$ cat config.mk
export PLATFORM = sky130hd
export DESIGN_NAME = bracket_pair_matcher_unit
export DESIGN_NICKNAME = d
export VERILOG_FILES = /design/src/rtl/core/bpm_pkg.sv /design/src/rtl/core/bracket_pair_matcher_unit.sv /design/src/rtl/core/bpm_ram.sv /design/src/rtl/core/bpm_front.sv /design/src/rtl/core/bpm_queue.sv /design/src/rtl/core/bpm_back.sv
export SDC_FILE = /design/constraint.sdc
export NUM_CORES = 1
export LEC_CHECK = 0
export BUFFER_PORTS_ARGS = -buffer_cell sky130_fd_sc_hd__buf_2
export CAP_MARGIN = 20
export CORE_MARGIN = 2
export CORE_UTILIZATION = 35
export CTS_CLUSTER_DIAMETER = 40
export DETAILED_ROUTE_END_ITERATION = 8
export REMOVE_ABC_BUFFERS = 1
export SLEW_MARGIN = 20
export SYNTH_ARGS = -nofsm -noshare
export SYNTH_HDL_FRONTEND = slang
export SYNTH_HIERARCHICAL = 1
export SYNTH_SLANG_ARGS = --single-unit
$ cat constraint.sdc
create_clock -name clk -period 9 [get_ports clk]
set_clock_uncertainty 0.2 [all_clocks]
set_input_delay 0.9 -clock clk [delete_from_list [all_inputs] [get_ports clk]]
set_output_delay 0.9 -clock clk [all_outputs]
set_load 0.02 [all_outputs]
$ cat src/rtl/core/bpm_pkg.sv
// ----------------------------------------------------------------------------
// bpm_pkg
// Shared types and constants for the bracket pair matcher: character codes,
// item classes, result status codes and the front/back queue item.
// ----------------------------------------------------------------------------
package bpm_pkg;

  localparam int CHAR_W   = 8;
  localparam int STATUS_W = 3;
  localparam int FIELD_W  = 16;

  typedef logic [CHAR_W-1:0]   char_t;
  typedef logic [STATUS_W-1:0] status_t;
  typedef logic [FIELD_W-1:0]  field_t;

  localparam char_t CH_OPEN  = 8'h5B;  // [
  localparam char_t CH_CLOSE = 8'h5D;  // ]
  localparam char_t CH_PLUS  = 8'h2B;  // +
  localparam char_t CH_MINUS = 8'h2D;  // -
  localparam char_t CH_RIGHT = 8'h3E;  // >
  localparam char_t CH_LEFT  = 8'h3C;  // <
  localparam char_t CH_COMMA = 8'h2C;  // ,
  localparam char_t CH_DOT   = 8'h2E;  // .

  localparam status_t ST_IGNORED   = 3'd0;
  localparam status_t ST_PLAIN_OP  = 3'd1;
  localparam status_t ST_PUSHED    = 3'd2;
  localparam status_t ST_MATCHED   = 3'd3;
  localparam status_t ST_UNMATCHED = 3'd4;
  localparam status_t ST_OVERFLOW  = 3'd5;

  typedef enum logic [1:0] {
    CLS_IGNORE,
    CLS_OP,
    CLS_OPEN,
    CLS_CLOSE
  } cls_t;

  typedef struct packed {
    cls_t cls;
    logic last;
  } item_t;

  localparam int QUEUE_DEPTH = 2;
  localparam int QPTR_W      = 1;
  localparam int QCNT_W      = 2;

endpackage

$ cat src/rtl/core/bracket_pair_matcher_unit.sv
// ----------------------------------------------------------------------------
// bracket_pair_matcher_unit
// Counts operator characters and matches brackets on a bounded stack.
// Path: an accepted input is written into a queue slot; the back side pops it
// into the output register once that register is free or not stalled.
// Throughput: one transaction per cycle unless the output stalls; the stack
// RAM prefetches the entry below the top register, so pops need no stall.
// Reset: counters, stack depth, error flag and queue clear; stack RAM contents
// are left as they are.
// ----------------------------------------------------------------------------
module bracket_pair_matcher_unit #(
  parameter int STACK_DEPTH = 64
) (
  input  logic             clk,
  input  logic             rst_n,
  input  logic             in_valid,
  output logic             in_stall,
  input  bpm_pkg::char_t   in_character,
  input  logic             in_last,
  output logic             out_valid,
  input  logic             out_stall,
  output bpm_pkg::status_t out_status,
  output bpm_pkg::field_t  out_op_index,
  output bpm_pkg::field_t  out_bracket_index,
  output bpm_pkg::field_t  out_partner_index,
  output logic             out_error_seen,
  output logic             out_program_done,
  output logic             out_program_ok,
  output bpm_pkg::field_t  out_op_total
);

  import bpm_pkg::*;

  logic  q_full, q_push, q_pop, q_empty;
  item_t push_item, pop_item;

  bpm_front u_front (
    .in_valid     (in_valid),
    .in_character (in_character),
    .in_last      (in_last),
    .in_stall     (in_stall),
    .q_full       (q_full),
    .q_push       (q_push),
    .q_item       (push_item)
  );

  bpm_queue u_queue (
    .clk       (clk),
    .rst_n     (rst_n),
    .push      (q_push),
    .push_item (push_item),
    .full      (q_full),
    .pop       (q_pop),
    .pop_item  (pop_item),
    .empty     (q_empty)
  );

  bpm_back #(
    .STACK_DEPTH (STACK_DEPTH)
  ) u_back (
    .clk               (clk),
    .rst_n             (rst_n),
    .q_empty           (q_empty),
    .q_item            (pop_item),
    .q_pop             (q_pop),
    .out_valid         (out_valid),
    .out_stall         (out_stall),
    .out_status        (out_status),
    .out_op_index      (out_op_index),
    .out_bracket_index (out_bracket_index),
    .out_partner_index (out_partner_index),
    .out_error_seen    (out_error_seen),
    .out_program_done  (out_program_done),
    .out_program_ok    (out_program_ok),
    .out_op_total      (out_op_total)
  );

endmodule

$ cat src/rtl/core/bpm_ram.sv
// ----------------------------------------------------------------------------
// bpm_ram
// Generic single-write, single-read RAM with registered read data.
// ----------------------------------------------------------------------------
module bpm_ram #(
  parameter int WIDTH = 16,
  parameter int DEPTH = 64
) (
  input  logic                     clk,
  input  logic                     wr_en,
  input  logic [$clog2(DEPTH)-1:0] wr_addr,
  input  logic [WIDTH-1:0]         wr_data,
  input  logic [$clog2(DEPTH)-1:0] rd_addr,
  output logic [WIDTH-1:0]         rd_data
);

  logic [WIDTH-1:0] mem [DEPTH];
  logic [WIDTH-1:0] rd_data_r;

  always_ff @(posedge clk) begin
    if (wr_en) begin
      mem[wr_addr] <= wr_data;
    end
    rd_data_r <= mem[rd_addr];
  end

  assign rd_data = rd_data_r;

endmodule

$ cat src/rtl/core/bpm_front.sv
// ----------------------------------------------------------------------------
// bpm_front
// Input side: accepts a character transaction, classifies the byte and
// pushes the classified item into the queue.
// ----------------------------------------------------------------------------
module bpm_front (
  input  logic            in_valid,
  input  bpm_pkg::char_t  in_character,
  input  logic            in_last,
  output logic            in_stall,
  input  logic            q_full,
  output logic            q_push,
  output bpm_pkg::item_t  q_item
);

  import bpm_pkg::*;

  cls_t cls;

  always_comb begin
    unique case (in_character) inside
      CH_PLUS, CH_MINUS, CH_RIGHT, CH_LEFT, CH_COMMA, CH_DOT: cls = CLS_OP;
      CH_OPEN:  cls = CLS_OPEN;
      CH_CLOSE: cls = CLS_CLOSE;
      default:  cls = CLS_IGNORE;
    endcase
  end

  assign in_stall    = q_full;
  assign q_push      = in_valid && !q_full;
  assign q_item.cls  = cls;
  assign q_item.last = in_last;

endmodule

$ cat src/rtl/core/bpm_queue.sv
// ----------------------------------------------------------------------------
// bpm_queue
// Short FIFO between the front and back sides.
// ----------------------------------------------------------------------------
module bpm_queue (
  input  logic            clk,
  input  logic            rst_n,
  input  logic            push,
  input  bpm_pkg::item_t  push_item,
  output logic            full,
  input  logic            pop,
  output bpm_pkg::item_t  pop_item,
  output logic            empty
);

  import bpm_pkg::*;

  item_t             slot_r [QUEUE_DEPTH];
  logic [QPTR_W-1:0] wr_ptr_r, wr_ptr_nxt;
  logic [QPTR_W-1:0] rd_ptr_r, rd_ptr_nxt;
  logic [QCNT_W-1:0] count_r, count_nxt;

  assign full     = (count_r == QCNT_W'(QUEUE_DEPTH));
  assign empty    = (count_r == '0);
  assign pop_item = slot_r[rd_ptr_r];

  always_comb begin
    wr_ptr_nxt = wr_ptr_r;
    rd_ptr_nxt = rd_ptr_r;
    count_nxt  = count_r;
    if (push) begin
      wr_ptr_nxt = (wr_ptr_r == QPTR_W'(QUEUE_DEPTH - 1)) ? '0 : wr_ptr_r + 1'b1;
    end
    if (pop) begin
      rd_ptr_nxt = (rd_ptr_r == QPTR_W'(QUEUE_DEPTH - 1)) ? '0 : rd_ptr_r + 1'b1;
    end
    if (push && !pop) begin
      count_nxt = count_r + 1'b1;
    end else if (pop && !push) begin
      count_nxt = count_r - 1'b1;
    end
  end

  always_ff @(posedge clk) begin
    if (!rst_n) begin
      wr_ptr_r <= '0;
      rd_ptr_r <= '0;
      count_r  <= '0;
    end else begin
      wr_ptr_r <= wr_ptr_nxt;
      rd_ptr_r <= rd_ptr_nxt;
      count_r  <= count_nxt;
    end
  end

  always_ff @(posedge clk) begin
    if (push) begin
      slot_r[wr_ptr_r] <= push_item;
    end
  end

endmodule

$ cat src/rtl/core/bpm_back.sv
// ----------------------------------------------------------------------------
// bpm_back
// Execution side: counters, bracket stack and the result output register.
// Top of stack lives in a register; the RAM read port always prefetches the
// entry below the top so a pop never waits on a RAM read.
// ----------------------------------------------------------------------------
module bpm_back #(
  parameter int STACK_DEPTH = 64
) (
  input  logic             clk,
  input  logic             rst_n,
  input  logic             q_empty,
  input  bpm_pkg::item_t   q_item,
  output logic             q_pop,
  output logic             out_valid,
  input  logic             out_stall,
  output bpm_pkg::status_t out_status,
  output bpm_pkg::field_t  out_op_index,
  output bpm_pkg::field_t  out_bracket_index,
  output bpm_pkg::field_t  out_partner_index,
  output logic             out_error_seen,
  output logic             out_program_done,
  output logic             out_program_ok,
  output bpm_pkg::field_t  out_op_total
);

  import bpm_pkg::*;

  localparam int INDEX_BITS = FIELD_W;
  localparam int AW = $clog2(STACK_DEPTH);
  localparam int DW = $clog2(STACK_DEPTH + 1);
  localparam logic [INDEX_BITS-1:0] IDX_MAX = {INDEX_BITS{1'b1}};

  logic [DW-1:0]         depth_r, depth_upd;
  logic [INDEX_BITS-1:0] br_cnt_r, br_upd;
  logic [INDEX_BITS-1:0] op_cnt_r, op_upd;
  logic                  err_r, err_upd;
  logic [INDEX_BITS-1:0] tos_r, tos_upd;

  logic                  wr_en;
  logic [AW-1:0]         wr_addr;
  logic [AW-1:0]         rd_addr;
  logic [INDEX_BITS-1:0] rd_data;

  status_t               status;
  logic [INDEX_BITS-1:0] op_idx, br_idx, partner;

  logic                  out_valid_r;
  status_t               status_r;
  field_t                op_index_r, bracket_index_r, partner_index_r, op_total_r;
  logic                  error_seen_r, program_done_r, program_ok_r;

  assign q_pop = !q_empty && (!out_valid_r || !out_stall);

  always_comb begin
    depth_upd = depth_r;
    br_upd    = br_cnt_r;
    op_upd    = op_cnt_r;
    err_upd   = err_r;
    tos_upd   = tos_r;
    wr_en     = 1'b0;
    wr_addr   = depth_r[AW-1:0];
    status    = ST_IGNORED;
    op_idx    = '0;
    br_idx    = '0;
    partner   = '0;
    if (q_pop) begin
      unique case (q_item.cls)
        CLS_OP: status = ST_PLAIN_OP;
        CLS_OPEN: begin
          br_idx = br_cnt_r;
          br_upd = (br_cnt_r == IDX_MAX) ? br_cnt_r : br_cnt_r + INDEX_BITS'(1);
          if (depth_r != DW'(STACK_DEPTH)) begin
            wr_en     = 1'b1;
            tos_upd   = br_cnt_r;
            depth_upd = depth_r + DW'(1);
            status    = ST_PUSHED;
          end else begin
            err_upd = 1'b1;
            status  = ST_OVERFLOW;
          end
        end
        CLS_CLOSE: begin
          br_idx = br_cnt_r;
          br_upd = (br_cnt_r == IDX_MAX) ? br_cnt_r : br_cnt_r + INDEX_BITS'(1);
          if (depth_r != '0) begin
            partner   = tos_r;
            tos_upd   = rd_data;
            depth_upd = depth_r - DW'(1);
            status    = ST_MATCHED;
          end else begin
            err_upd = 1'b1;
            status  = ST_UNMATCHED;
          end
        end
        default: ;
      endcase
      if (q_item.cls != CLS_IGNORE) begin
        op_idx = op_cnt_r;
        op_upd = (op_cnt_r == IDX_MAX) ? op_cnt_r : op_cnt_r + INDEX_BITS'(1);
      end
    end
  end

  // prefetch the entry that sits below the top after this cycle
  assign rd_addr = AW'(depth_upd - DW'(2));

  bpm_ram #(
    .WIDTH (INDEX_BITS),
    .DEPTH (STACK_DEPTH)
  ) u_stack (
    .clk     (clk),
    .wr_en   (wr_en),
    .wr_addr (wr_addr),
    .wr_data (br_cnt_r),
    .rd_addr (rd_addr),
    .rd_data (rd_data)
  );

  always_ff @(posedge clk) begin
    if (!rst_n) begin
      depth_r     <= '0;
      br_cnt_r    <= '0;
      op_cnt_r    <= '0;
      err_r       <= 1'b0;
      out_valid_r <= 1'b0;
    end else begin
      if (q_pop && q_item.last) begin
        depth_r  <= '0;
        br_cnt_r <= '0;
        op_cnt_r <= '0;
        err_r    <= 1'b0;
      end else begin
        depth_r  <= depth_upd;
        br_cnt_r <= br_upd;
        op_cnt_r <= op_upd;
        err_r    <= err_upd;
      end
      if (q_pop) begin
        out_valid_r <= 1'b1;
      end else if (!out_stall) begin
        out_valid_r <= 1'b0;
      end
    end
  end

  always_ff @(posedge clk) begin
    tos_r <= tos_upd;
    if (q_pop) begin
      status_r        <= status;
      op_index_r      <= FIELD_W'(op_idx);
      bracket_index_r <= FIELD_W'(br_idx);
      partner_index_r <= FIELD_W'(partner);
      error_seen_r    <= err_upd;
      program_done_r  <= q_item.last;
      program_ok_r    <= q_item.last && !err_upd && (depth_upd == '0);
      op_total_r      <= FIELD_W'(op_upd);
    end
  end

  assign out_valid         = out_valid_r;
  assign out_status        = status_r;
  assign out_op_index      = op_index_r;
  assign out_bracket_index = bracket_index_r;
  assign out_partner_index = partner_index_r;
  assign out_error_seen    = error_seen_r;
  assign out_program_done  = program_done_r;
  assign out_program_ok    = program_ok_r;
  assign out_op_total      = op_total_r;

endmodule

==> impl_metrics.env, run 1 <==
export IMPL_hold_path_class="in -> reg"
export IMPL_grt_pass1_vias=23377
export IMPL_cp_start_kind="register"
export IMPL_detail_route_antenna_nets=0
export IMPL_status="finished, final reports clean"
export IMPL_tightest_slew_ps=1180
export IMPL_grt_overflow_total=0
export IMPL_clkPwrFrac=0.345
export IMPL_drive_gt1_frac=0.277
export IMPL_endpoint="u_back/u_stack/rd_data[9]"
export IMPL_internal_power_mw=11.5
export IMPL_synth_seq_cells=1178
export IMPL_final_setup_viol_count=0
export IMPL_yosys_most_used_dff="edfxtp_1"
export IMPL_path_clk_slew_ps=60
export IMPL_cp_data_required_time_ps=9350
export IMPL_fmax_mhz=154
export IMPL_end_kind="register"
export IMPL_power_density_nw_per_um2=309
export IMPL_synth_seq_area_share=0.755
export IMPL_wl_um=112000
export IMPL_ys_warn_count=6
export IMPL_pwr_share_comb=0.268
export IMPL_path_max_fanout=111
export IMPL_cts_resized=0
export IMPL_relSlewSlack=0.216
export IMPL_synth_area_sq_um=46000
export IMPL_drt_iter0_drc=2478
export IMPL_syn_inst=2315
export IMPL_avgSynthCellArea_sq_um=19.9
export IMPL_r2r_start="u_back/depth_r[1]"
export IMPL_drt_first_pass_iters=5
export IMPL_rsz0062_at_grt="no"
export IMPL_synth_edff_count=1116
export IMPL_die_height_um=367
export IMPL_post_cts_buffers=0
export IMPL_p_total_mw=16.5
export IMPL_worstSetupStartpoint="u_back/depth_r[1]"
export IMPL_slew_violations=0
export IMPL_io_buffers=84
export IMPL_worst_slack_ps=2500
export IMPL_stdcell_count=4372
export IMPL_min_period_over_period=0.722
export IMPL_clock_sinks=1178
export IMPL_start_util=0.351
export IMPL_min_period_ps=6500
export IMPL_cts_hold_fix_buffers=0
export IMPL_fillers=11426
export IMPL_p_sw_mw=4.96
export IMPL_io_pins=85
export IMPL_nets=2522
export IMPL_arrival_ps=6850
export IMPL_dp_slack_ps=2040
export IMPL_seqPwrFrac=0.387
export IMPL_finalHoldViolations=0
export IMPL_peakVddDrop_v=0.000308
export IMPL_wire_per_inst_um=25.5
export IMPL_grt_max_degree=112
export IMPL_clock_path_buffers=3
export IMPL_dp_hpwl_um=64500
export IMPL_final_setup_tns_ps=0
export IMPL_vias=23334
export IMPL_htreeDepth=4
export IMPL_reg2regPathDepth=14
export IMPL_crit_type="reg -> reg"
export IMPL_die_area_sq_um=134000
export IMPL_maxCapViolCount=0
export IMPL_reg2reg_slack_ps=2500
export IMPL_clock_root_buffer="clkbuf_16"
export IMPL_synthDistinctLibCells=76
export IMPL_via_per_inst=5.34
export IMPL_cts_tree="built"
export IMPL_worstSkewPairLatency_ps=730
export IMPL_syn_to_final_growth_pct=16.0
export IMPL_grt_first_pass_wirelength_um=163000
export IMPL_antenna_found_initial=1
export IMPL_synthArstFlopShare=0
export IMPL_die_width_um=367
export IMPL_gp_congestion=0.836
export IMPL_core_sq_um=131000
export IMPL_drc_errors=0
export IMPL_r2r_end="u_back/u_stack/rd_data[9]"
export IMPL_netSwitchingFraction=0.301
export IMPL_track_usage=0.164
export IMPL_rows=133
export IMPL_dp_cells=4115
export IMPL_p_leak_nw=17.6
export IMPL_numCtsBuffers=140
## registers in the layout (all words and copies together), names as in the netlist, 6 cells and up, named ones only
name	count
u_queue/slot_r	6
u_back/out_op_total	16
u_back/u_stack/rd_data	16
u_back/out_partner_index	16
u_back/out_op_index	16
u_back/u_stack/mem	1024
u_back/out_bracket_index	16
u_back/depth_r	7
u_back/br_cnt_r	16
u_back/op_cnt_r	16
u_back/tos_r	16
## logic make-up (layout without fill, tap and decap cells)
family          Yosys count  after routing  synth area share
simple gates            430            430            0.0488
compound gates          179            179            0.0291
buf+inv                 132            430            0.0187
mux                     356            356             0.140
fa+ha+maj                 7              7           0.00190
xor+xnor                 33             33           0.00628
other cells               0              4                 0
flops                  1178           1178             0.755
## metal layers
| metal | wire (um) | global-route usage | up-vias |
|---|---|---|---|
| met1 | 47500 | 0.228 | 12402 |
| met4 | 2780 | 0.0495 | 0 |
| met2 | 53300 | 0.261 | 926 |
| met3 | 8070 | 0.0318 | 174 |
| met5 | 0 | 0 | - |
| li1 | - | - | 9832 |
## through the flow
stage / hold WS (ps) / util / cell area (sq um)
final: 193 / 0.408 / 53400
after floorplan: 266 / - / 45200
after global placement: 277 / 0.371 / 48600
after detailed placement: 310 / 0.371 / 48600
after global routing: 169 / 0.408 / 53400
after CTS: 146 / 0.407 / 53300
## worst min path at each step
stage | from | end | slack (ps) | cells after the start
final | in_last | u_queue/slot_r[1][0] | 190 | 1
after global routing | in_last | u_queue/slot_r[1][0] | 170 | 1
after CTS | in_last | u_queue/slot_r[1][0] | 150 | 1
after detailed placement | u_back/tos_r[13] | u_back/out_partner_index[13] | 310 | 1
after global placement | u_queue/count_r[1] | u_queue/count_r[1] | 280 | 2
after floorplan | u_queue/count_r[1] | u_queue/count_r[1] | 270 | 2
## cell usage after synthesis, types with 37 or more instances
master | instances | area, sq um
a22oi_1 | 39 | 293
nand2_1 | 82 | 308
edfxtp_1 | 1116 | 33500
mux2_2 | 47 | 529
nand3_1 | 42 | 210
and2_1 | 72 | 450
nor2_1 | 111 | 417
nor2b_1 | 38 | 238
mux4_2 | 220 | 4950
dfxtp_1 | 62 | 1240
buf_2 | 37 | 185
mux2i_1 | 85 | 851
## worst max-delay path: stages, from the launching register on
cell and delay (ps):
dfxtp_1 900, inv_1 170, ha_1 280, nand2b_1 200, nor2_1 120, o21ai_0 370
o2bb2ai_4 150, buf_4 680, ha_1 430, inv_8 630, buf_12 390, buf_4 520
mux4_2 400, a22oi_1 560, a311oi_1 190
## power by group through the flow
stage / Combinational (mW) / Sequential, mW / Clock, mW
floorplan: 3.38 / 6.62 / 0
global placement: 4.40 / 6.47 / 0
detailed placement: 4.44 / 6.48 / 0
CTS: 4.46 / 6.36 / 5.79
global route: 4.69 / 6.39 / 6.00
finish: 4.42 / 6.37 / 5.68
## cell usage in the layout, fill, tap and decap left out, types with 8 or more instances in the layout
cell / netlist / routed
a211o_1: 8 / 8
a211oi_1: 9 / 9
a21oi_1: 27 / 26
a221oi_1: 16 / 16
a22oi_1: 39 / 39
a311oi_1: 9 / 9
a31oi_1: 10 / 10
and2_1: 72 / 72
buf_2: 37 / 84
buf_4: 15 / 78
bufinv_16: 0 / 18
clkbuf_1: 35 / 18
clkbuf_16: 0 / 142
clkinv_1: 0 / 14
clkinv_2: 0 / 17
clkinv_4: 0 / 9
clkinvlp_4: 0 / 10
dfxtp_1: 62 / 46
dfxtp_2: 0 / 16
edfxtp_1: 1116 / 1116
inv_1: 11 / 10
inv_6: 0 / 18
mux2_2: 47 / 47
mux2i_1: 85 / 85
mux4_2: 220 / 220
nand2_1: 82 / 82
nand3_1: 42 / 42
nand4_1: 22 / 22
nor2_1: 111 / 89
nor2_2: 2 / 16
nor2_4: 0 / 8
nor2b_1: 38 / 35
o21ai_0: 12 / 12
xnor2_1: 17 / 15
xor2_1: 16 / 15
## cell type report
class,count,area (sq um),area share
clock inverters,90,1040,0.0196
multi-input cells,1005,10600,0.198
inverters,11,48.8,0.000914
clock buffers,163,3660,0.0686
flip-flops and latches,1178,34800,0.651
repair buffers,166,1080,0.0202
well taps,1755,2200,0.0411
diodes,4,10.0,0.000187
Power figures use the tool's default switching activity.
==> run 2, diff against run 1 <==
==> constraint.sdc (replaced) <==
create_clock -name clk -period 5.5 [get_ports clk]
set_clock_uncertainty 0.2 [all_clocks]
set_input_delay 0.55 -clock clk [delete_from_list [all_inputs] [get_ports clk]]
set_output_delay 0.55 -clock clk [all_outputs]
set_load 0.02 [all_outputs]
==> run 2 against run 1 <==
Compared with the run above:
- cell count rose by 1.6%
- register-to-register slack got worse by 2100 ps
- routed wire length rose by 1.1%
- count of clock-buffer cells in the layout rose by 9
- critical path depth fell by 5
- largest cell class unchanged
- combinational power rose by 69%
- sequential power rose by 63%
- global-route usage rose by 0.18 points
- largest power group unchanged
- power rose by 68%
==> impl_metrics.env, run 2 (synthesis results as in run 1) <==
export IMPL_grt_overflow_total=0
export IMPL_met3_length_um=8460
export IMPL_rows=133
export IMPL_power_density_nw_per_um2=512
export IMPL_die_area_sq_um=134000
export IMPL_track_usage=0.166
export IMPL_antenna_found_initial=1
export IMPL_end_kind="register"
export IMPL_clock_path_buffers=3
export IMPL_largest_reg_flops=1024
export IMPL_highest_layer="met4"
export IMPL_dp_hpwl_um=66700
export IMPL_final_common_cell="edfxtp_1"
export IMPL_wire_per_inst_um=25.4
export IMPL_dp_slack_ps=534
export IMPL_crit_chain="nor4_1, and3_1, nor2_1, xnor2_2, buf_4, mux4_2, mux2_2, a221oi_1, a311oi_1"
export IMPL_status="finished, final reports clean"
export IMPL_path_max_fanout=34
export IMPL_wl_um=113000
export IMPL_drt_first_pass_iters=6
export IMPL_seqCellArea_sq_um=34800
export IMPL_drive_gt1_frac=0.287
export IMPL_io_buffers=84
export IMPL_final_cell_mix="edfxtp_1, mux4_2, clkbuf_16"
export IMPL_finalHoldViolations=0
export IMPL_hold_path_class="in -> reg"
export IMPL_gp_congestion=0.902
export IMPL_drt_iter0_drc=2588
export IMPL_relSlewSlack=0.248
export IMPL_final_setup_tns_ps=0
export IMPL_vias=23766
export IMPL_die_height_um=367
export IMPL_p_leak_nw=18.3
export IMPL_cp_start_kind="register"
export IMPL_clock_sinks=1178
export IMPL_cts_tree="built"
export IMPL_crit_slowest_cell="xnor2_2"
export IMPL_fillers=11353
export IMPL_grt_pass1_vias=23620
export IMPL_io_pins=85
export IMPL_grt_max_degree=100
export IMPL_critical_path_max_stage_delay_ps=860
export IMPL_multi_input_area_sq_um=10500
export IMPL_wl_met2_um=53900
export IMPL_nets=2584
export IMPL_min_period_over_period=0.924
export IMPL_final_setup_viol_count=0
export IMPL_rsz0062_at_grt="no"
export IMPL_crit_type="reg -> reg"
export IMPL_core_sq_um=131000
export IMPL_wl_met1_um=47100
export IMPL_tightest_slew_ps=1120
export IMPL_detail_route_antenna_nets=0
export IMPL_worst_slack_ps=420
export IMPL_via_per_inst=5.35
export IMPL_die_width_um=367
export IMPL_final_util=0.413
export IMPL_clock_root_buffer="clkbuf_16"
export IMPL_worstSkewPairLatency_ps=750
export IMPL_drc_errors=0
export IMPL_htreeDepth=4
export IMPL_slew_violations=0
export IMPL_min_period_ps=5080
export IMPL_maxCapViolCount=0
export IMPL_post_cts_buffers=0
export IMPL_grt_first_pass_wirelength_um=165000
export IMPL_arrival_ps=5480
export IMPL_fmax_mhz=197
export IMPL_numCtsBuffers=148
export IMPL_peakVddDrop_v=0.000478
export IMPL_regMostFlops="u_back/u_stack/mem"
export IMPL_syn_to_final_growth_pct=17.6
export IMPL_start_util=0.351
export IMPL_cp_data_required_time_ps=5900
export IMPL_path_clk_slew_ps=60
-- run 2: cell types whose count changed in the layout (fill, tap and decap cells not counted), moves of 6 or more --
cell       before  now
buf_4          78  125
nor2_1         89  111
nor2_2         16    2
clkbuf_16     142  151
nor2_4          8    0
clkinv_4        9   16
clkinv_2       17   23
-- run 2: worst paths after layout --
check / end / start / cells past startpoint / slack (ps)
worst max-delay path: u_back/u_stack/rd_data[11] / u_back/depth_r[2] / 9 / 420
worst min-delay path: u_queue/wr_ptr_r / in_valid / 4 / 120
worst max register to register: u_back/u_stack/rd_data[11] / u_back/depth_r[2] / 9 / 420
worst min register to register: u_queue/count_r[1] / u_queue/count_r[1] / 2 / 310
-- run 2: area by class of cell --
| cell class | instances | area share |
|---|---|---|
| sequential | 1178 | 0.643 |
| multi-input combinational | 1005 | 0.193 |
| clock buffer | 172 | 0.0718 |
| tap | 1755 | 0.0406 |
| timing repair buffer | 220 | 0.0283 |
| clock inverter | 99 | 0.0224 |
| inverter | 11 | 0.000902 |
| antenna | 2 | 0.0000925 |
-- run 2: metrics by stage --
step	total power [mW]	instances	area, sq um	hold WS [ps]
after floorplan	15.4	2194	45200	266
after global placement	18.0	4164	48900	277
after detailed placement	18.0	4164	48900	308
after CTS	27.9	4440	54100	77.1
after global routing	28.7	4440	54100	139
final	27.7	4442	54100	123
-- run 2: where the power goes --
part	internal [mW]	switching, mW	total, mW
clock network	5.97	3.86	9.83
registers	10.2	0.197	10.4
logic	3.07	4.39	7.47
-- run 2: layer usage --
metal  up-vias  GRT usage
li1       9963          -
met1     12498      0.228
met3       224     0.0313
met4         0     0.0560
met5         -          0
met2      1081      0.265
-- run 2: critical path: cells and delay by family (launching register included) --
kind | cells | cell delay (ps)
xor+xnor | 1 | 860
simple gates | 3 | 1010
compound gates | 2 | 720
buf+inv | 1 | 700
mux | 2 | 910
flops | 1 | 500
-- run 2: what timing repair did --
item,in CTS,in global routing
endpoints found under the hold margin,10,0
hold buffers,5,0
resized for setup,0,0
